==> src/rtl/lpsd_pkg.sv <==
// Package: codes, widths and beat types for the length-prefixed stream deframer.
`timescale 1ns / 1ps
package lpsd_pkg;

  localparam int OP_W       = 2;
  localparam int BYTE_W     = 8;
  localparam int KIND_W     = 3;
  localparam int TOTAL_W    = 32;
  localparam int LEN_W      = 32;
  localparam int FLEN_W     = 16;
  localparam int IDLE_W     = 24;
  localparam int HIDX_W     = 2;
  localparam int PHASE_W    = 2;
  localparam int CFG_IDX_W  = 2;
  localparam int CFG_DATA_W = 24;

  localparam logic [OP_W-1:0] OP_BYTE    = 2'd0;
  localparam logic [OP_W-1:0] OP_TICK    = 2'd1;
  localparam logic [OP_W-1:0] OP_CANCEL  = 2'd2;
  localparam logic [OP_W-1:0] OP_RESTART = 2'd3;

  localparam logic [KIND_W-1:0] ST_BYTE    = 3'd0;
  localparam logic [KIND_W-1:0] ST_END     = 3'd1;
  localparam logic [KIND_W-1:0] ST_REMOTE  = 3'd2;
  localparam logic [KIND_W-1:0] ST_PROTO   = 3'd3;
  localparam logic [KIND_W-1:0] ST_TIMEOUT = 3'd4;
  localparam logic [KIND_W-1:0] ST_CANCEL  = 3'd5;

  localparam logic [PHASE_W-1:0] PH_LEN  = 2'd0;
  localparam logic [PHASE_W-1:0] PH_PAY  = 2'd1;
  localparam logic [PHASE_W-1:0] PH_DONE = 2'd2;

  localparam logic [CFG_IDX_W-1:0] CFG_IDLE_BUDGET = 2'd0;
  localparam logic [CFG_IDX_W-1:0] CFG_MAX_LEN     = 2'd1;

  localparam logic [IDLE_W-1:0] IDLE_MAX          = {IDLE_W{1'b1}};
  localparam logic [LEN_W-1:0]  FAIL_MARK         = {LEN_W{1'b1}};
  localparam logic [IDLE_W-1:0] IDLE_BUDGET_RESET = 24'd30000;
  localparam logic [FLEN_W-1:0] MAX_LEN_RESET     = 16'd1024;

  typedef struct packed {
    logic [OP_W-1:0]   opcode;
    logic [BYTE_W-1:0] data_byte;
  } in_beat_t;

  typedef struct packed {
    logic [KIND_W-1:0]  status_kind;
    logic [BYTE_W-1:0]  payload_byte;
    logic               frame_end;
    logic [TOTAL_W-1:0] committed_bytes;
  } out_beat_t;

  typedef struct packed {
    logic [IDLE_W-1:0] idle_budget_ticks;
    logic [FLEN_W-1:0] max_frame_length;
  } cfg_t;

endpackage

==> src/rtl/lpsd_if.sv <==
// Interfaces: input, result and configuration channels of the deframer.
`timescale 1ns / 1ps
interface lpsd_in_if;
  logic                         valid;
  logic                         ready;
  logic [lpsd_pkg::OP_W-1:0]    opcode;
  logic [lpsd_pkg::BYTE_W-1:0]  data_byte;
  modport source (output valid, output opcode, output data_byte, input ready);
  modport sink (input valid, input opcode, input data_byte, output ready);
endinterface

interface lpsd_out_if;
  logic                          valid;
  logic                          ready;
  logic [lpsd_pkg::KIND_W-1:0]   status_kind;
  logic [lpsd_pkg::BYTE_W-1:0]   payload_byte;
  logic                          frame_end;
  logic [lpsd_pkg::TOTAL_W-1:0]  committed_bytes;
  modport source (output valid, output status_kind, output payload_byte,
                  output frame_end, output committed_bytes, input ready);
  modport sink (input valid, input status_kind, input payload_byte,
                input frame_end, input committed_bytes, output ready);
endinterface

interface lpsd_cfg_if;
  logic                            valid;
  logic                            ready;
  logic [lpsd_pkg::CFG_IDX_W-1:0]  idx;
  logic [lpsd_pkg::CFG_DATA_W-1:0] data;
  modport source (output valid, output idx, output data, input ready);
  modport sink (input valid, input idx, input data, output ready);
endinterface

==> src/rtl/lpsd_cfg.sv <==
// Configuration registers: idle budget and maximum frame length.
`timescale 1ns / 1ps
module lpsd_cfg (
  input  logic                            clk,
  input  logic                            rst_n,
  input  logic                            wr_valid,
  input  logic [lpsd_pkg::CFG_IDX_W-1:0]  wr_idx,
  input  logic [lpsd_pkg::CFG_DATA_W-1:0] wr_data,
  output logic                            wr_ready,
  output lpsd_pkg::cfg_t                  cfg
);

  lpsd_pkg::cfg_t cfg_r;

  assign wr_ready = 1'b1;
  assign cfg      = cfg_r;

  always_ff @(posedge clk) begin
    if (!rst_n) begin
      cfg_r.idle_budget_ticks <= lpsd_pkg::IDLE_BUDGET_RESET;
      cfg_r.max_frame_length  <= lpsd_pkg::MAX_LEN_RESET;
    end else if (wr_valid) begin
      unique case (wr_idx)
        lpsd_pkg::CFG_IDLE_BUDGET: cfg_r.idle_budget_ticks <= wr_data;
        lpsd_pkg::CFG_MAX_LEN:     cfg_r.max_frame_length  <= wr_data[lpsd_pkg::FLEN_W-1:0];
        default: ;
      endcase
    end
  end

endmodule

==> src/rtl/lpsd_in_stage.sv <==
// Input register: holds one accepted beat until the core consumes it.
`timescale 1ns / 1ps
module lpsd_in_stage (
  input  logic                clk,
  input  logic                rst_n,
  input  logic                in_valid,
  input  lpsd_pkg::in_beat_t  in_beat,
  output logic                in_ready,
  input  logic                take,
  output logic                beat_valid,
  output lpsd_pkg::in_beat_t  beat
);

  logic               valid_r;
  lpsd_pkg::in_beat_t beat_r;

  assign in_ready   = !valid_r || take;
  assign beat_valid = valid_r;
  assign beat       = beat_r;

  always_ff @(posedge clk) begin
    if (!rst_n) begin
      valid_r <= 1'b0;
    end else if (in_ready) begin
      valid_r <= in_valid;
    end
  end

  always_ff @(posedge clk) begin
    if (in_ready && in_valid) begin
      beat_r <= in_beat;
    end
  end

endmodule

==> src/rtl/lpsd_core.sv <==
// Deframer core: stream state, per-beat decode and result register.
`timescale 1ns / 1ps
module lpsd_core (
  input  logic                clk,
  input  logic                rst_n,
  input  lpsd_pkg::cfg_t      cfg,
  input  logic                beat_valid,
  input  lpsd_pkg::in_beat_t  beat,
  output logic                take,
  output logic                out_valid,
  output lpsd_pkg::out_beat_t out_beat,
  input  logic                out_ready
);

  logic [lpsd_pkg::PHASE_W-1:0] phase_r, phase_nxt;
  logic [lpsd_pkg::HIDX_W-1:0]  hidx_r, hidx_nxt;
  logic [lpsd_pkg::LEN_W-1:0]   acc_r, acc_nxt, acc_new;
  logic [lpsd_pkg::FLEN_W-1:0]  rem_r, rem_nxt, rem_dec;
  logic [lpsd_pkg::FLEN_W-1:0]  flen_r, flen_nxt;
  logic [lpsd_pkg::IDLE_W-1:0]  idle_r, idle_nxt, idle_sat;
  logic [lpsd_pkg::TOTAL_W-1:0] total_r, total_nxt;

  logic                 emit;
  lpsd_pkg::out_beat_t  res;
  logic                 out_valid_r;
  lpsd_pkg::out_beat_t  out_r;

  assign take      = beat_valid && (!out_valid_r || out_ready);
  assign out_valid = out_valid_r;
  assign out_beat  = out_r;

  always_comb begin
    phase_nxt = phase_r;
    hidx_nxt  = hidx_r;
    acc_nxt   = acc_r;
    rem_nxt   = rem_r;
    flen_nxt  = flen_r;
    idle_nxt  = idle_r;
    total_nxt = total_r;
    emit      = 1'b0;
    res.status_kind     = lpsd_pkg::ST_BYTE;
    res.payload_byte    = '0;
    res.frame_end       = 1'b0;
    res.committed_bytes = total_r;

    acc_new = acc_r;
    acc_new[hidx_r*lpsd_pkg::BYTE_W +: lpsd_pkg::BYTE_W] =
      acc_r[hidx_r*lpsd_pkg::BYTE_W +: lpsd_pkg::BYTE_W] | beat.data_byte;
    rem_dec  = rem_r - 1'b1;
    idle_sat = (idle_r == lpsd_pkg::IDLE_MAX) ? idle_r : idle_r + 1'b1;

    if (beat.opcode == lpsd_pkg::OP_RESTART) begin
      phase_nxt = lpsd_pkg::PH_LEN;
      hidx_nxt  = '0;
      acc_nxt   = '0;
      rem_nxt   = '0;
      flen_nxt  = '0;
      idle_nxt  = '0;
      total_nxt = '0;
    end else if (phase_r != lpsd_pkg::PH_DONE) begin
      case (beat.opcode)
        lpsd_pkg::OP_CANCEL: begin
          emit            = 1'b1;
          res.status_kind = lpsd_pkg::ST_CANCEL;
          phase_nxt       = lpsd_pkg::PH_DONE;
        end
        lpsd_pkg::OP_TICK: begin
          idle_nxt = idle_sat;
          if (idle_sat >= cfg.idle_budget_ticks) begin
            emit            = 1'b1;
            res.status_kind = lpsd_pkg::ST_TIMEOUT;
            phase_nxt       = lpsd_pkg::PH_DONE;
          end
        end
        lpsd_pkg::OP_BYTE: begin
          if (phase_r == lpsd_pkg::PH_LEN) begin
            acc_nxt  = acc_new;
            hidx_nxt = hidx_r + 1'b1;
            if (hidx_r == '1) begin
              if (acc_new == '0) begin
                emit            = 1'b1;
                res.status_kind = lpsd_pkg::ST_END;
                phase_nxt       = lpsd_pkg::PH_DONE;
              end else if (acc_new == lpsd_pkg::FAIL_MARK) begin
                emit            = 1'b1;
                res.status_kind = lpsd_pkg::ST_REMOTE;
                phase_nxt       = lpsd_pkg::PH_DONE;
              end else if (acc_new > {{(lpsd_pkg::LEN_W-lpsd_pkg::FLEN_W){1'b0}},
                                      cfg.max_frame_length}) begin
                emit            = 1'b1;
                res.status_kind = lpsd_pkg::ST_PROTO;
                phase_nxt       = lpsd_pkg::PH_DONE;
              end else begin
                flen_nxt  = acc_new[lpsd_pkg::FLEN_W-1:0];
                rem_nxt   = acc_new[lpsd_pkg::FLEN_W-1:0];
                acc_nxt   = '0;
                idle_nxt  = '0;
                phase_nxt = lpsd_pkg::PH_PAY;
              end
            end
          end else if (phase_r == lpsd_pkg::PH_PAY) begin
            emit             = 1'b1;
            res.payload_byte = beat.data_byte;
            rem_nxt          = rem_dec;
            if (rem_dec == '0) begin
              total_nxt = total_r +
                          {{(lpsd_pkg::TOTAL_W-lpsd_pkg::FLEN_W){1'b0}}, flen_r};
              res.frame_end       = 1'b1;
              res.committed_bytes = total_nxt;
              phase_nxt           = lpsd_pkg::PH_LEN;
              hidx_nxt            = '0;
              acc_nxt             = '0;
              idle_nxt            = '0;
            end
          end
        end
        default: ;
      endcase
    end
  end

  always_ff @(posedge clk) begin
    if (!rst_n) begin
      phase_r <= lpsd_pkg::PH_LEN;
      hidx_r  <= '0;
      acc_r   <= '0;
      rem_r   <= '0;
      flen_r  <= '0;
      idle_r  <= '0;
      total_r <= '0;
    end else if (take) begin
      phase_r <= phase_nxt;
      hidx_r  <= hidx_nxt;
      acc_r   <= acc_nxt;
      rem_r   <= rem_nxt;
      flen_r  <= flen_nxt;
      idle_r  <= idle_nxt;
      total_r <= total_nxt;
    end
  end

  always_ff @(posedge clk) begin
    if (!rst_n) begin
      out_valid_r <= 1'b0;
    end else if (take) begin
      out_valid_r <= emit;
    end else if (out_ready) begin
      out_valid_r <= 1'b0;
    end
  end

  always_ff @(posedge clk) begin
    if (take && emit) begin
      out_r <= res;
    end
  end

endmodule

==> src/rtl/length_prefixed_stream_deframer.sv <==
// Top level: length-prefixed stream deframer.
//
//   channel  dir  handshake    payload
//   in_ch    in   valid/ready  opcode[1:0], data_byte[7:0]
//   out_ch   out  valid/ready  status_kind[2:0], payload_byte[7:0], frame_end,
//                              committed_bytes[31:0]
//   cfg_ch   in   valid/ready  idx[1:0], data[23:0]
//
// One beat per cycle sustained while out_ch is not stalled; a beat's result, if it
// has one, passes through the input register, then the result register.
// Reset (rst_n low, synchronous) empties both registers and loads config defaults.
// A stalled result holds the result register; the input register still takes
// one more beat if it is empty, after which in_ch.ready drops.
`timescale 1ns / 1ps
module length_prefixed_stream_deframer (
  input  logic       clk,
  input  logic       rst_n,
  lpsd_in_if.sink    in_ch,
  lpsd_out_if.source out_ch,
  lpsd_cfg_if.sink   cfg_ch
);

  lpsd_pkg::cfg_t      cfg;
  lpsd_pkg::in_beat_t  in_beat;
  lpsd_pkg::in_beat_t  beat;
  lpsd_pkg::out_beat_t out_beat;
  logic                beat_valid;
  logic                take;

  assign in_beat.opcode    = in_ch.opcode;
  assign in_beat.data_byte = in_ch.data_byte;

  lpsd_cfg u_cfg (
    .clk      (clk),
    .rst_n    (rst_n),
    .wr_valid (cfg_ch.valid),
    .wr_idx   (cfg_ch.idx),
    .wr_data  (cfg_ch.data),
    .wr_ready (cfg_ch.ready),
    .cfg      (cfg)
  );

  lpsd_in_stage u_in_stage (
    .clk        (clk),
    .rst_n      (rst_n),
    .in_valid   (in_ch.valid),
    .in_beat    (in_beat),
    .in_ready   (in_ch.ready),
    .take       (take),
    .beat_valid (beat_valid),
    .beat       (beat)
  );

  lpsd_core u_core (
    .clk        (clk),
    .rst_n      (rst_n),
    .cfg        (cfg),
    .beat_valid (beat_valid),
    .beat       (beat),
    .take       (take),
    .out_valid  (out_ch.valid),
    .out_beat   (out_beat),
    .out_ready  (out_ch.ready)
  );

  assign out_ch.status_kind     = out_beat.status_kind;
  assign out_ch.payload_byte    = out_beat.payload_byte;
  assign out_ch.frame_end       = out_beat.frame_end;
  assign out_ch.committed_bytes = out_beat.committed_bytes;

  a_ready_only_on_stall: assert property (@(posedge clk) disable iff (!rst_n)
    !in_ch.ready |-> (out_ch.valid && !out_ch.ready))
    else $error("input stalled without a stalled result");

  a_status_clean: assert property (@(posedge clk) disable iff (!rst_n)
    (out_ch.valid && out_ch.status_kind != lpsd_pkg::ST_BYTE) |->
      (out_ch.payload_byte == '0 && !out_ch.frame_end))
    else $error("final status carries payload fields");

  a_status_range: assert property (@(posedge clk) disable iff (!rst_n)
    out_ch.valid |-> (out_ch.status_kind <= lpsd_pkg::ST_CANCEL))
    else $error("status code out of range");

endmodule
==> src/flat_wrapper.sv <==
// flat-port wrapper written by rule: the top's interface ports become plain ports
module length_prefixed_stream_deframer_flat 
  (clk, rst_n, in_ch_valid, in_ch_opcode, in_ch_data_byte, in_ch_ready, out_ch_valid, out_ch_status_kind, out_ch_payload_byte, out_ch_frame_end, out_ch_committed_bytes, out_ch_ready, cfg_ch_valid, cfg_ch_idx, cfg_ch_data, cfg_ch_ready);
  lpsd_in_if in_ch_i ();
  lpsd_out_if out_ch_i ();
  lpsd_cfg_if cfg_ch_i ();
  input  logic clk;
  input  logic rst_n;
  input wire logic [$bits(in_ch_i.valid)-1:0] in_ch_valid;
  input wire logic [$bits(in_ch_i.opcode)-1:0] in_ch_opcode;
  input wire logic [$bits(in_ch_i.data_byte)-1:0] in_ch_data_byte;
  output wire logic [$bits(in_ch_i.ready)-1:0] in_ch_ready;
  output wire logic [$bits(out_ch_i.valid)-1:0] out_ch_valid;
  output wire logic [$bits(out_ch_i.status_kind)-1:0] out_ch_status_kind;
  output wire logic [$bits(out_ch_i.payload_byte)-1:0] out_ch_payload_byte;
  output wire logic [$bits(out_ch_i.frame_end)-1:0] out_ch_frame_end;
  output wire logic [$bits(out_ch_i.committed_bytes)-1:0] out_ch_committed_bytes;
  input wire logic [$bits(out_ch_i.ready)-1:0] out_ch_ready;
  input wire logic [$bits(cfg_ch_i.valid)-1:0] cfg_ch_valid;
  input wire logic [$bits(cfg_ch_i.idx)-1:0] cfg_ch_idx;
  input wire logic [$bits(cfg_ch_i.data)-1:0] cfg_ch_data;
  output wire logic [$bits(cfg_ch_i.ready)-1:0] cfg_ch_ready;
  assign in_ch_i.valid = in_ch_valid;
  assign in_ch_i.opcode = in_ch_opcode;
  assign in_ch_i.data_byte = in_ch_data_byte;
  assign in_ch_ready = in_ch_i.ready;
  assign out_ch_valid = out_ch_i.valid;
  assign out_ch_status_kind = out_ch_i.status_kind;
  assign out_ch_payload_byte = out_ch_i.payload_byte;
  assign out_ch_frame_end = out_ch_i.frame_end;
  assign out_ch_committed_bytes = out_ch_i.committed_bytes;
  assign out_ch_i.ready = out_ch_ready;
  assign cfg_ch_i.valid = cfg_ch_valid;
  assign cfg_ch_i.idx = cfg_ch_idx;
  assign cfg_ch_i.data = cfg_ch_data;
  assign cfg_ch_ready = cfg_ch_i.ready;
  length_prefixed_stream_deframer u_core (.clk(clk), .rst_n(rst_n), .in_ch(in_ch_i), .out_ch(out_ch_i), .cfg_ch(cfg_ch_i));
endmodule
==> config.mk <==
export PLATFORM = sky130hd
export DESIGN_NAME = length_prefixed_stream_deframer_flat
export DESIGN_NICKNAME = d
export VERILOG_FILES = /design/src/rtl/lpsd_pkg.sv /design/src/rtl/lpsd_if.sv /design/src/rtl/lpsd_cfg.sv /design/src/rtl/lpsd_in_stage.sv /design/src/rtl/lpsd_core.sv /design/src/rtl/length_prefixed_stream_deframer.sv /design/src/flat_wrapper.sv
export SDC_FILE = /design/constraint.sdc
export NUM_CORES = 1
export LEC_CHECK = 0
export ABC_AREA = 0
export ABC_CLOCK_PERIOD_IN_PS = 5400
export BUFFER_PORTS_ARGS = -buffer_cell sky130_fd_sc_hd__buf_2
export CAP_MARGIN = 30
export CORE_UTILIZATION = 30
export CTS_CLUSTER_SIZE = 10
export DETAILED_ROUTE_END_ITERATION = 10
export HOLD_SLACK_MARGIN = 0.02
export SLEW_MARGIN = 20
export SYNTH_ARGS = -nofsm -noshare
export SYNTH_HDL_FRONTEND = slang
export SYNTH_SLANG_ARGS = --single-unit
==> constraint.sdc <==
create_clock -name clk -period 5.4 [get_ports clk]
set_input_delay 0.27 -clock clk [delete_from_list [all_inputs] [get_ports clk]]
set_output_delay 0.27 -clock clk [all_outputs]
set_load 0.02 [all_outputs]
# Word-level counts from Yosys, hierarchy flattened
# Cells that the tools add are included.
dict set report totals {
  reg_bits 220
  inputBits 41
  output_inout_bits 47
}
dict set report op_classes {
  add_sub_neg 5
  magnitude_cmp 2
  n_eq_ne 24
  shifts 3
  mux 81
  n_bitwise 4
  reduce_logical 33
}
# operator count
set op_table {}
lappend op_table {{32-bit 2-to-1 mux} 21}
lappend op_table {{24-bit 2-to-1 mux} 10}
lappend op_table {{16-bit 2-to-1 mux} 13}
lappend op_table {{24-bit case mux with 2 select lines} 1}
lappend op_table {{2-bit 2-to-1 mux} 18}
lappend op_table {{5-bit negation with 34-bit output} 1}
lappend op_table {{8-bit by 34-bit variable shift with 32-bit output, first input constant} 1}
lappend op_table {{8-bit by 34-bit indexed part select with 32-bit output} 1}
lappend op_table {{33-bit 2-to-1 mux} 1}
lappend op_table {{32-bit by 16-bit adder with 32-bit output} 1}
lappend op_table {{32-bit bitwise mux} 1}
lappend op_table {{32-bit == test, second input constant} 1}
lappend op_table {{32-bit by 16-bit > comparator with 1-bit output} 1}
lappend op_table {{32-bit logical NOT} 1}
lappend op_table {{32-bit by 6-bit indexed part select with 8-bit output} 1}
lappend op_table {{24-bit by 1-bit adder with 24-bit output, second input constant} 1}
lappend op_table {{24-bit == test, second input constant} 1}
lappend op_table {{24-bit >= comparator} 1}
lappend op_table {{4-bit != test, second input constant} 6}
lappend op_table {{16-bit logical NOT} 1}
lappend op_table {{8-bit AND reduction} 2}
lappend op_table {{16-bit by 1-bit subtractor with 16-bit output, second input constant} 1}
lappend op_table {{2-bit nonzero test} 7}
lappend op_table {{3-bit != test, second input constant} 4}
lappend op_table {{other kinds (25)} 55}

# Depth between registers and ports, before layout
# Gate-level depths: netlist of the first run.
dict set report logic_depth {
  depth_word 14
  ltp_mapped 18
  ltp_nobuf 15
}

# Hierarchy
# From an unflattened synthesis of the first run, not the netlist that was laid out.
dict set report unflattened {
  cells_unflattened 1398
  area_unflattened_um2 12508.2
}
# mod n_inst cells_each area_each_um2 seq_area_each_um2
set by_module_without_submodules {}
lappend by_module_without_submodules {lpsd_core 1 1217 10525.1 3823.7}
lappend by_module_without_submodules {lpsd_cfg 1 166 1625.3 800.8}
lappend by_module_without_submodules {lpsd_in_stage 1 15 357.8 320.3}

# Worst setup path after synthesis of the first run
# No wires, ideal clock.
dict set report synth_path {
  path_type {flip-flop to flip-flop}
  startpoint {register u_core.u_core.idle_r[3] (netlist bit)}
  endpoint {register u_core.u_core.out_r, in the netlist u_core.u_core.out_beat[0] (enable)}
  setup_time_ns 0.445
  arrival_time_ns 5.168
  t_required_ns 4.955
  slack_ns -0.214
  path_stages_with_launch 16
  path_buffers 1
  period_less_slack_ns 5.614
  cell_sequence {dfxtp_1 > and4_1 > nand4_1 > nor4_1 > clkbuf_1 > nor3_1 > and4_1 > xor2_1 > ha_1 > nand3_1 > or4_1 > a31oi_1 > o21ai_0 > a21oi_1 > a211oi_1 > nor2_1}
}
dict set report synth_via {
  elab_chain_cells 8
  word_cells_on_any_way 9
  cone_classes {1 x add/sub; 1 x order compare; 1 x eq/ne; 5 x mux; 1 x reduce/logical}
}
# element line
set synth_rtl {}
lappend synth_rtl {{start: declaration} lpsd_core.sv:20} ;# logic [lpsd_pkg::IDLE_W-1:0] idle_r, idle_nxt, idle_sat;
lappend synth_rtl {{start signal: assignment} lpsd_core.sv:137} ;# idle_r <= idle_nxt;
lappend synth_rtl {{24-bit by 1-bit adder with 24-bit output / 24-bit == test (equally long branches)} lpsd_core.sv:50} ;# idle_sat = (idle_r == lpsd_pkg::IDLE_MAX) ? idle_r : idle_r + 1'b1;
lappend synth_rtl {{24-bit 2-to-1 mux (*)} lpsd_core.sv:50}
lappend synth_rtl {{24-bit >= comparator (*)} lpsd_core.sv:69} ;# if (idle_sat >= cfg.idle_budget_ticks) begin
lappend synth_rtl {{1-bit 2-to-1 mux (*)} lpsd_core.sv:69}
lappend synth_rtl {{1-bit case mux with 3 select lines (*)} lpsd_core.sv:61} ;# case (beat.opcode)
lappend synth_rtl {{1-bit 2-to-1 mux (*)} lpsd_core.sv:60} ;# end else if (phase_r != lpsd_pkg::PH_DONE) begin
lappend synth_rtl {{1-bit 2-to-1 mux (*)} lpsd_core.sv:52} ;# if (beat.opcode == lpsd_pkg::OP_RESTART) begin
lappend synth_rtl {{1-bit logical AND (*)} lpsd_core.sv:153} ;# if (take && emit) begin
lappend synth_rtl {{end signal: assignment} lpsd_core.sv:154} ;# out_r <= res;
lappend synth_rtl {{end: declaration} lpsd_core.sv:26} ;# lpsd_pkg::out_beat_t out_r;
# Every way passes the cells marked *; elsewhere a longest branch is shown, timed or not.
# A chain may end at the register's enable or synchronous reset.

# Worst setup path after layout of the first run
dict set report layout_path {
  startpoint {register u_core.u_core.idle_r[3] (netlist bit)}
  endpoint {register u_core.u_core.out_r, in the netlist u_core.u_core.out_beat[11] (enable)}
}
# Same word-level chain as after synthesis.

==> results of run 1 <==
## flip-flops by register name, indices dropped and copies added (netlist names)
signal,cells
u_core.u_core.flen_r,16
u_core.u_in_stage.beat,10
u_core.u_core.idle_r,24
u_core.u_core.phase_r,2
u_core.u_core.rem_r,16
u_core.u_cfg.cfg,40
u_core.u_in_stage.beat_valid,1
u_core.u_core.out_beat,44
u_core.u_core.total_r,32
u_core.u_core.out_valid,1
u_core.u_core.acc_r,32
u_core.u_core.hidx_r,2
## per-layer routing
metal	GRT usage, %	up-vias	routed length [microns]
met4	5.51	0	1180
met1	24.1	5440	17400
met2	27.3	352	16500
met5	0	-	0
met3	2.68	76	2170
li1	-	5562	-
## cells in the final DEF (no fill, tap or decap), types with 24 or more instances in the layout
cell type      count
clkbuf_16         27
nand2_1          209
edfxtp_1          54
buf_4             41
inv_1             60
nand4_1           26
buf_2             87
nand3_1           26
ha_1              69
a22oi_1           32
dlygate4sd3_1     35
xor2_1            24
o21ai_0           70
a21oi_1          147
nor3_1            40
dfxtp_1          166
nor2_1           126
xnor2_1           39
## through the flow
| step | cells | hold slack [ps] | instance area, sq um | utilization [%] |
|---|---|---|---|---|
| after floorplan | 1478 | 369 | 12500 | - |
| after detailed placement | 2059 | 449 | 13500 | 33.0 |
| after global placement | 2057 | 445 | 13500 | 33.0 |
| final | 2145 | 105 | 14700 | 36.0 |
| after global routing | 2145 | 86.1 | 14700 | 36.0 |
| after CTS | 2140 | 64.5 | 14700 | 35.9 |
## layout make-up
class,instances,area [sq um],share of cell area (%)
tap,532,666,4.52
clock buffer,44,790,5.37
sequential,220,4940,33.6
multi-input combinational,1119,6960,47.3
clock inverter,2,10.0,0.0680
inverter,63,236,1.61
timing repair buffer,165,1110,7.54
## cell families (layout without fill, tap and decap cells)
kind of cell,count (synthesis),in the layout,share of synthesized area (%)
AND/OR/NAND/NOR,558,558,21.5
AO/OA/AOI/OAI,410,410,21.2
flip-flops,220,220,39.6
buffers and inverters,139,274,4.80
adder cells (fa/ha/maj),70,70,7.08
XOR/XNOR,63,63,4.42
multiplexers,17,17,1.38
other,1,1,0.0300
## worst max-delay path, stage by stage (launching register included)
cell and delay, ps:
dfxtp_1 430, and4_1 260, nand4_1 230, nor4_1 480, buf_4 260, nor3_1 90
and4_1 260, xor2_1 160, ha_1 280, nand3_1 120, or4_1 570, a31oi_1 230
o21ai_0 150, a21oi_1 190, a211oi_2 80, nor2_4 410, buf_4 460
## power groups by stage
stage	logic [mW]	clock network [mW]	registers (mW)
final	0.389	1.67	1.74
after floorplan	0.228	0	1.77
after global routing	0.425	1.79	1.74
after CTS	0.384	1.72	1.73
after global placement	0.360	0	1.77
after detailed placement	0.363	0	1.77
## worst min path at each step
| stage | end |
|---|---|
| final | u_core.u_core.out_valid |
| after global routing | u_core.u_core.out_valid |
| after CTS | u_core.u_core.out_valid |
| after detailed placement | u_core.u_cfg.cfg[37] |
| after global placement | u_core.u_cfg.cfg[23] |
| after floorplan | u_core.u_in_stage.beat[0] |
## repair_timing
item / CTS / global route
hold buffers: 35 / 0
gates resized for setup: 0 / 1
setup buffers: 0 / 4
setup endpoints to repair: 0 / 32
endpoints found under the hold margin: 50 / 0
==> results.sh, run 1 <==
export IMPL_status="finished, final reports clean"
export IMPL_ys_async_sr_fraction_pct=0
export IMPL_endpoint_kind="flip-flop"
export IMPL_crit_path_max_fanout=32
export IMPL_seq_area_frac_synth_pct=39.6
export IMPL_power_frac_seq_pct=45.7
export IMPL_worst_slack_ps=385
export IMPL_rsz0062_at_grt="false"
export IMPL_tightestPinTransition_ps=995
export IMPL_synthTopCellsByArea="dfxtp_1 (27%), edfxtp_1 (13%), ha_1 (6.9%), nand2_1 (6.3%), a21oi_1 (5.9%)"
export IMPL_diodes=0
export IMPL_synth_ff_type="dfxtp_1"
export IMPL_yosysUniqueCellTypes=89
export IMPL_tns_ps=0
export IMPL_syn_to_final_growth_pct=17.9
export IMPL_antenna_found_initial=0
export IMPL_reg2reg_depth=16
export IMPL_fp_dieW_microns=206
export IMPL_start_kind="flip-flop"
export IMPL_grt_pass1_wl_mm=58.6
export IMPL_drc=0
export IMPL_dp_hpwl_mm=26.4
export IMPL_yosysTopAreaCell="dfxtp_1"
export IMPL_synth_fp_nets=1589
export IMPL_cts_buffers=27
export IMPL_cts_root_buffer_cell="clkbuf_16"
export IMPL_crit_type="reg -> reg"
export IMPL_synth_seq_cells=220
export IMPL_row_count=74
export IMPL_synth_avg_cell_area_sq_um=8.44
export IMPL_fmaxAchievable_mhz=199
export IMPL_p_int_mw=2.84
export IMPL_setup_viol=0
export IMPL_htree_levels=1
export IMPL_cts_tree="yes"
export IMPL_synth_top_area_share_pct=26.6
export IMPL_clk_latency_ps=550
export IMPL_initial_utilization_pct=30.5
export IMPL_clockPowerShare_pct=44.1
export IMPL_ys_warn_count=0
export IMPL_reg2reg_to="u_core.u_core.out_beat[11]"
export IMPL_synthTopCellsByCount="nand2_1 (209), dfxtp_1 (166), a21oi_1 (147)"
export IMPL_arrival_ps=5210
export IMPL_r2r_start="u_core.u_core.idle_r[3]"
export IMPL_grt_usage_pct=17.3
export IMPL_fin_nets=1707
export IMPL_place_ws_ps=345
export IMPL_first_iter_violations=828
export IMPL_synth_edf_count=54
export IMPL_drt_pass1_iterations=5
export IMPL_vias_per_cell=5.33
export IMPL_min_from="out_ch_ready"
export IMPL_slew_violations=0
export IMPL_comb_power_share_pct=10.2
export IMPL_power_leakage_nw=5.53
export IMPL_wl_mm=37.2
export IMPL_fin_crit_sh_pct=92.9
export IMPL_vias=11400
export IMPL_grt_overflow=0
export IMPL_post_drt_wl_per_cell_microns=17.3
export IMPL_fin_skew_ps=13.0
export IMPL_total_power_mw=3.80
export IMPL_cp_endpoint="u_core.u_core.out_beat[11]"
export IMPL_coreArea_sq_mm=0.0409
export IMPL_port_buffer_count=86
export IMPL_cp_startpoint="u_core.u_core.idle_r[3]"
export IMPL_critPathRequiredTime_ps=5590
export IMPL_slew_headroom_pct=32.9
export IMPL_reg2reg_slack_ps=390
export IMPL_worst_hold_path_type="in -> reg"
export IMPL_antenna_left=0
export IMPL_synth_area_sq_mm=0.0125
export IMPL_fp_dieArea_sq_mm=0.0424
export IMPL_maxCapViolations=0
export IMPL_vdd_drop_max_uv=198
export IMPL_hold_viol=0
export IMPL_yosysMostFrequentCell="nand2_1"
export IMPL_power_density_mw_per_mm2=258
export IMPL_min_period_ps=5010
export IMPL_p_sw_share_pct=25.3
export IMPL_switchingPower_uw=961
export IMPL_die_y_microns=206
export IMPL_gp_congestion=0.906
export IMPL_drive_gt1_share_pct=12.6
export IMPL_hold_depth=3
export IMPL_grt_pass1_vias=10900
export IMPL_clk_pin_slew_ps=60
export IMPL_grt_max_degree=61
export IMPL_syn_inst=1478
export IMPL_clkSinkCount=220
export IMPL_clockBufferDepth=3
export IMPL_boundaryPins=88
export IMPL_fill_cells=4253
No activity file was read; power rests on OpenSTA's default activity.
==> run 2: changes to the inputs <==
--- a/config.mk
+++ b/config.mk
@@ -7,5 +7,5 @@
 export LEC_CHECK = 0
 export ABC_AREA = 0
-export ABC_CLOCK_PERIOD_IN_PS = 5400
+export ABC_CLOCK_PERIOD_IN_PS = 4600
 export BUFFER_PORTS_ARGS = -buffer_cell sky130_fd_sc_hd__buf_2
 export CAP_MARGIN = 30
==> constraint.sdc (replaced) <==
create_clock -name clk -period 4.6 [get_ports clk]
set_input_delay 0.69 -clock clk [delete_from_list [all_inputs] [get_ports clk]]
set_output_delay 0.69 -clock clk [all_outputs]
set_load 0.02 [all_outputs]
==> run 2 against run 1 <==
Effect of this change: critical path depth down 1; global-route usage fell by 0.20 points; combinational power increased by 14%; clock power up 20%; utilization shrank 0.54 points; sequential cell count unchanged.
==> results.sh, run 2 (synthesis results as in run 1) <==
export IMPL_status="finished, final reports clean"
export IMPL_initial_utilization_pct=30.5
export IMPL_p_int_mw=3.34
export IMPL_endpoint_kind="flip-flop"
export IMPL_comb_power_share_pct=9.9
export IMPL_tns_ps=0
export IMPL_grt_max_degree=54
export IMPL_grt_pass1_vias=10700
export IMPL_fin_nets=1681
export IMPL_crit_path_max_fanout=16
export IMPL_rsz0062_at_grt="false"
export IMPL_fp_dieArea_sq_mm=0.0424
export IMPL_power_frac_seq_pct=45.4
export IMPL_setup_viol=0
export IMPL_critPathRequiredTime_ps=5060
export IMPL_die_y_microns=206
export IMPL_drt_pass1_iterations=7
export IMPL_port_buffer_count=86
export IMPL_switchingPower_mw=1.14
export IMPL_slew_headroom_pct=35.4
export IMPL_post_drt_wl_per_cell_microns=17.4
export IMPL_cts_buffers=27
export IMPL_vdd_drop_max_uv=251
export IMPL_antenna_found_initial=0
export IMPL_most_common_layout_cells="nand2_1 (209), dfxtp_1 (166), a21oi_1 (147), nor2_1 (127), buf_2 (86)"
export IMPL_slew_violations=0
export IMPL_power_leakage_nw=5.45
export IMPL_worst_hold_path_type="in -> reg"
export IMPL_htree_levels=1
export IMPL_diodes=0
export IMPL_syn_to_final_growth_pct=16.1
export IMPL_cts_tree="yes"
export IMPL_largest_reg_flops=44
export IMPL_power_density_mw_per_mm2=309
export IMPL_min_period_ps=4360
export IMPL_fin_crit_sh_pct=94.8
export IMPL_clockBufferDepth=3
export IMPL_fp_dieW_microns=206
export IMPL_fmaxAchievable_mhz=229
export IMPL_grt_usage_pct=17.1
export IMPL_coreArea_sq_mm=0.0409
export IMPL_start_kind="flip-flop"
export IMPL_clk_latency_ps=550
export IMPL_tightestPinTransition_ps=968
export IMPL_drive_gt1_share_pct=13.4
export IMPL_first_iter_violations=728
export IMPL_arrival_ps=4820
export IMPL_fill_cells=4270
export IMPL_vias=11300
export IMPL_cts_hold_buffers=0
export IMPL_dp_hpwl_mm=26.5
export IMPL_grt_overflow=0
export IMPL_crit_type="reg -> reg"
export IMPL_gp_congestion=0.904
export IMPL_row_count=74
export IMPL_grt_pass1_wl_mm=57.9
export IMPL_clockPowerShare_pct=44.7
export IMPL_mostFrequentLayoutCell="nand2_1"
export IMPL_maxCapViolations=0
export IMPL_clkSinkCount=220
export IMPL_clk_pin_slew_ps=60
export IMPL_antenna_left=0
export IMPL_hold_viol=0
export IMPL_wl_mm=36.8
export IMPL_total_power_mw=4.48
export IMPL_cts_root_buffer_cell="clkbuf_16"
export IMPL_drc=0
export IMPL_boundaryPins=88
export IMPL_vias_per_cell=5.34
export IMPL_p_sw_share_pct=25.4
export IMPL_fin_skew_ps=18.5
-- run 2: final cells by class --
type | count | area [sq um] | share of cell area (%)
Multi-Input combinational cell | 1119 | 6990 | 48.2
Sequential cell | 220 | 4940 | 34.1
Timing Repair Buffer | 139 | 853 | 5.89
Clock buffer | 42 | 762 | 5.26
Tap cell | 532 | 666 | 4.59
Inverter | 63 | 236 | 1.63
Clock inverter | 2 | 37.5 | 0.259
-- run 2: critical path, stage by stage, from the launching register on --
cell,delay (ps)
dfxtp_1,330
inv_1,110
ha_1,280
nand3b_1,190
o21ai_2,360
o2bb2ai_1,230
ha_1,310
a21o_1,170
a21o_1,180
a221oi_1,390
o31ai_1,190
a2111oi_4,410
buf_4,210
nand3_2,140
and2_1,440
o31ai_1,330
-- run 2: metrics by stage --
step                      worst slack [ps]  area, sq um  util, %  hold WS (ps)  cells
after floorplan                       6.31        12500        -           436   1478
after global placement                 334        13600     33.3           444   2071
after detailed placement               247        13600     33.3           447   2071
after CTS                              228        14400     35.3           302   2115
after global routing                  11.9        14500     35.4           304   2117
final                                  240        14500     35.4           324   2117
-- run 2: path summary, 6_finish.rpt --
check / slack (ps) / cells past startpoint / start / end
setup / recovery: 240 / 15 / u_core.u_core.hidx_r[0] / u_core.u_core.rem_r[15]
hold / removal: 320 / 1 / in_ch_data_byte[0] / u_core.u_in_stage.beat[0]
setup reg to reg: 240 / 15 / u_core.u_core.hidx_r[0] / u_core.u_core.rem_r[15]
hold reg to reg: 460 / 2 / u_core.u_cfg.cfg[18] / u_core.u_cfg.cfg[18]
-- run 2: repair_timing --
action | CTS | global route
endpoints found under the hold margin | 0 | 0
resized for setup | 0 | 5
setup endpoints to repair | 0 | 56
setup buffers | 0 | 2
-- run 2: metal layers --
layer | GRT usage (%) | vias up | routed length (microns)
li1 | - | 5513 | -
met1 | 23.0 | 5379 | 16800
met2 | 27.9 | 354 | 16600
met3 | 3.07 | 61 | 2280
met4 | 5.02 | 0 | 1060
met5 | 0 | - | 0
-- run 2: power by group through the flow --
stage               registers, mW  clock network [mW]  logic, mW
finish                       2.03                2.00      0.444
global route                 2.04                2.11      0.485
CTS                          2.03                2.04      0.439
detailed placement           2.07                   0      0.437
global placement             2.07                   0      0.435
floorplan                    2.08                   0      0.267
